File: config.mk
export PLATFORM = sky130hd
export DESIGN_NAME = ght_ram
export DESIGN_NICKNAME = d
export VERILOG_FILES = /design/src/design/ght_ram.sv
export SDC_FILE = /design/constraint.sdc
export NUM_CORES = 2
export LEC_CHECK = 0
export BUFFER_PORTS_ARGS = -buffer_cell sky130_fd_sc_hd__buf_2
export CAP_MARGIN = 20
export CORE_MARGIN = 10
export CORE_UTILIZATION = 30
export CTS_CLUSTER_DIAMETER = 40
export CTS_CLUSTER_SIZE = 24
export DETAILED_ROUTE_END_ITERATION = 8
export REMOVE_ABC_BUFFERS = 1
export SLEW_MARGIN = 40
export SYNTH_ARGS = -nofsm -noshare
export SYNTH_HDL_FRONTEND = slang
export SYNTH_SLANG_ARGS = --single-unit
File: constraint.sdc
create_clock -name clk -period 3.2 [get_ports clk]
set_input_delay 0.32 -clock clk [delete_from_list [all_inputs] [get_ports clk]]
set_output_delay 0.32 -clock clk [all_outputs]
set_load 0.005 [all_outputs]
File: src/design/ght_ram.sv
// ----------------------------------------------------------------------------
// ght_ram
// Generic single-clock RAM, one write port, one read port, registered read.
// ----------------------------------------------------------------------------
module ght_ram #(
  parameter int WIDTH = 8,
  parameter int DEPTH = 256
) (
  input  logic                     clk,
  input  logic                     we,
  input  logic [$clog2(DEPTH)-1:0] waddr,
  input  logic [WIDTH-1:0]         wdata,
  input  logic                     re,
  input  logic [$clog2(DEPTH)-1:0] raddr,
  output logic [WIDTH-1:0]         rdata
);

  logic [WIDTH-1:0] mem [DEPTH];

  always_ff @(posedge clk) begin
    if (we) begin
      mem[waddr] <= wdata;
    end
    if (re) begin
      rdata <= mem[raddr];
    end
  end

endmodule

==> flow_summary.ini <==
[detailed_routing]
drc = 0
wl_per_cell_um = 25.98
drt_wl_total_um = 209600
via_per_inst = 5.074
drt_iter0_markers = 4514
first_pass_iters = 6
drt.antenna.violating_nets = 0
num_vias = 40950

[critical_path]
cp_data_required_time_ns = 3.81
slowest_delay_ns = 0.69
critical-path-slowest-cell = nor3_1
cp.arrival_ns = 3.49
worst-setup-path-type = reg2reg
cp-start-kind = register
end_kind = register
crit_chain = mux4_2 -> mux4_2 -> nor2_1 -> a2111oi_1 -> nor3_1 -> buf_4 -> nor4_1
crit_top_cell = mux4_2
crit_fanout = 1

[placed_design]
hpwl_um = 133200
dp.cells = 7573
io_buffers = 34
globalplace.congestion = 0.8481

[grt]
grt_pass1_wl_um = 302900
gr-total-overflow = 0
grt_pass1_vias = 41100
track_usage_pct = 14.25
antenna_found_initial = 13
grt_max_degree = 108

[timing]
period_share_pct = 89.95
drv_slew = 0
worst_clock_skew_ns = 0.06236
max_freq_ghz = 0.3474
hold_viol_final = 0
min_period_ns = 2.878
tightest_slew_ns = 0.8930
setup_violations = 0
max-slew-margin-rel_pct = 40.34
rsz0062_at_grt = false

[yosys]
synth.most_common_cell = edfxtp_1
ys_types = 54
synthXorXnorAreaFrac_pct = 0
synthSimpleGateAreaFrac_pct = 2.625
postSynthAreaPerCell_um2 = 21.33
ys_ff_latch = 2056
yosysSeqAreaShare_pct = 77.53
synth.top_cell.area_share_pct = 77.53
synth_compound_area_share_pct = 3.416
synth.top_cells.by_count = edfxtp_1, mux4_2, nor2_1, mux2i_1, a22oi_1
syn_inst = 3733
synthAdderAreaFrac_pct = 0
ys.flop_type = edfxtp_1
synth_top_family_by_area = multiplexers
muxShareOfSynthArea_pct = 14.60
synth_area_um2 = 79640
yosysWarnings = 0
synth.area.top_cells = edfxtp_1, mux4_2, mux2i_1, nor2_1, a22oi_1
synth_enable_flop_cells = 2056
ys_async_sr_fraction_pct = 0
synth_largest_area_cell = edfxtp_1

[power]
netSwitchingFraction_pct = 22.25
p_switching_w = 0.01401
ir_drop_v = 0.0004283
powerDensity_nw_per_um2 = 650.9
combPwrFrac_pct = 4.7
leakagePower_nw = 30.75
p_seq_share_pct = 47.2
clkPwrFrac_pct = 48.0
internal_power_w = 0.04896

[floorplan]
core_area_um2 = 264600
ios = 35
rows = 189
die_area_um2 = 286500
die_h_um = 535.2
start_util_pct = 30.09
die_x_um = 535.2

[final_layout]
stdcell_count = 8070
drive_gt1_share_pct = 32.56
fin_util_pct = 36.56
fill_cells = 23940
layout.nets = 4357
syn2layout_area_growth_pct = 21.48

[flow_run]
drv_cap = 0

[clocking]
post_cts_resize_count = 0
h-tree-depth = 5
cts_tree = built
clk_pin_slew_ns = 0.06
clockRootBuffer = clkbuf_16
cts.path.max_buffers = 4
clock_latency_ns = 0.91
numCtsBuffers = 277
cts_sinks = 2056
cts_setup_buffers = 0

[min_path]
holdCritPathClass = in2reg

[outcome]
status = completed
final cells by class:
type / instances / area, um^2 / area share (%)
tap: 3533 / 4420 / 4.570
antenna: 7 / 17.52 / 0.01811
multi-input combinational: 1442 / 16550 / 17.11
clock buffer: 300 / 7082 / 7.321
timing repair buffer: 551 / 4927 / 5.093
sequential: 2056 / 61740 / 63.82
clock inverter: 179 / 1993 / 2.060
inverter: 2 / 7.507 / 0.007760
metrics by stage:
| step | cell area, um^2 | hold slack [ns] | power [W] | TNS [ns] | setup WS, ns |
|---|---|---|---|---|---|
| finish | 96740 | 0.1437 | 0.06297 | 0 | 0.3215 |
| global route | 96730 | 0.1159 | 0.06475 | 0 | 0.3225 |
| CTS | 96640 | 0.01122 | 0.06350 | 0 | 0.3875 |
| detailed placement | 87480 | 0.7622 | 0.03329 | -1.610 | -0.4388 |
| global placement | 87400 | 0.8009 | 0.03324 | -3.081 | -0.6895 |
| floorplan | 78190 | 0.4189 | 0.03133 | 0 | 0.3869 |
power by group through the flow:
stage	logic [W]	clock network [W]	registers, W
2_1_floorplan	0.00104	0	0.0303
3_3_place_gp	0.00293	0	0.0303
3_5_place_dp	0.00298	0	0.0303
4_1_cts	0.00299	0.0308	0.0297
5_1_grt	0.00314	0.0319	0.0297
6_report	0.00297	0.0303	0.0297
sequential cells by signal, summed over array words and instances, names as in the netlist:
register	flops
mem	2048
rdata	8
path summary, 6_finish.rpt:
kind | start | to | slack [ns] | depth (start not counted)
worst min register to register | mem[32][5]$_DFFE_PP_ | rdata[5]$_DFFE_PP_ | 1.13 | 6
worst min-delay path | waddr[1] | mem[155][2]$_DFFE_PP_ | 0.14 | 4
worst max-delay path | mem[133][1]$_DFFE_PP_ | rdata[1]$_DFFE_PP_ | 0.32 | 7
worst max register to register | mem[133][1]$_DFFE_PP_ | rdata[1]$_DFFE_PP_ | 0.32 | 7
cells in the final DEF, fill, tap and decap left out, drive strengths merged, types with 4 or more instances in the layout:
| cell | n |
|---|---|
| edfxtp | 2056 |
| buf | 542 |
| mux4 | 456 |
| clkbuf | 300 |
| nor2 | 282 |
| mux2i | 134 |
| a22oi | 133 |
| a21oi | 96 |
| inv | 71 |
| clkinv | 66 |
| o221ai | 47 |
| nand3 | 34 |
| nand2 | 33 |
| nor2b | 31 |
| o22ai | 28 |
| nor4 | 27 |
| clkinvlp | 23 |
| nor3 | 22 |
| bufinv | 21 |
| a211oi | 16 |
| a221oi | 14 |
| o21ai | 12 |
| nand4 | 10 |
| o211ai | 10 |
| dlygate4sd3 | 9 |
| nand2b | 8 |
| a22o | 8 |
| diode | 7 |
| and2 | 6 |
| o22a | 5 |
| o32ai | 5 |
| a2111oi | 5 |
| or2 | 4 |
routing by layer:
layer	vias to the layer above	part of all wire (%)	GRT usage (%)	wire length, um
li1	17000	-	-	-
met1	21840	41	19.42	85880
met5	-	0	0	0
met4	0	2.9	4.465	6006
met2	1767	48	23.04	101600
met3	347	7.7	2.807	16150
worst max-delay path, delay by kind of cell (launching register included):
family                 cells  cell delay, ns
DFF                        1            0.37
buffers and inverters      1            0.29
AOI/OAI and AO/OA          1            0.09
and+or+nand+nor            3            0.87
muxes                      2            0.98
cells by family after synthesis:
logic type      count (synthesis)
compound gates                385
mux                           591
flops                        2056
buf+inv                       235
simple gates                  466
timing repair:
item / in CTS / in global routing
endpoints found under the hold margin: 324 / 57
endpoints found under the setup margin: 0 / 0
hold buffers: 8 / 1
Note: power is estimated with default switching activity, not from simulation.
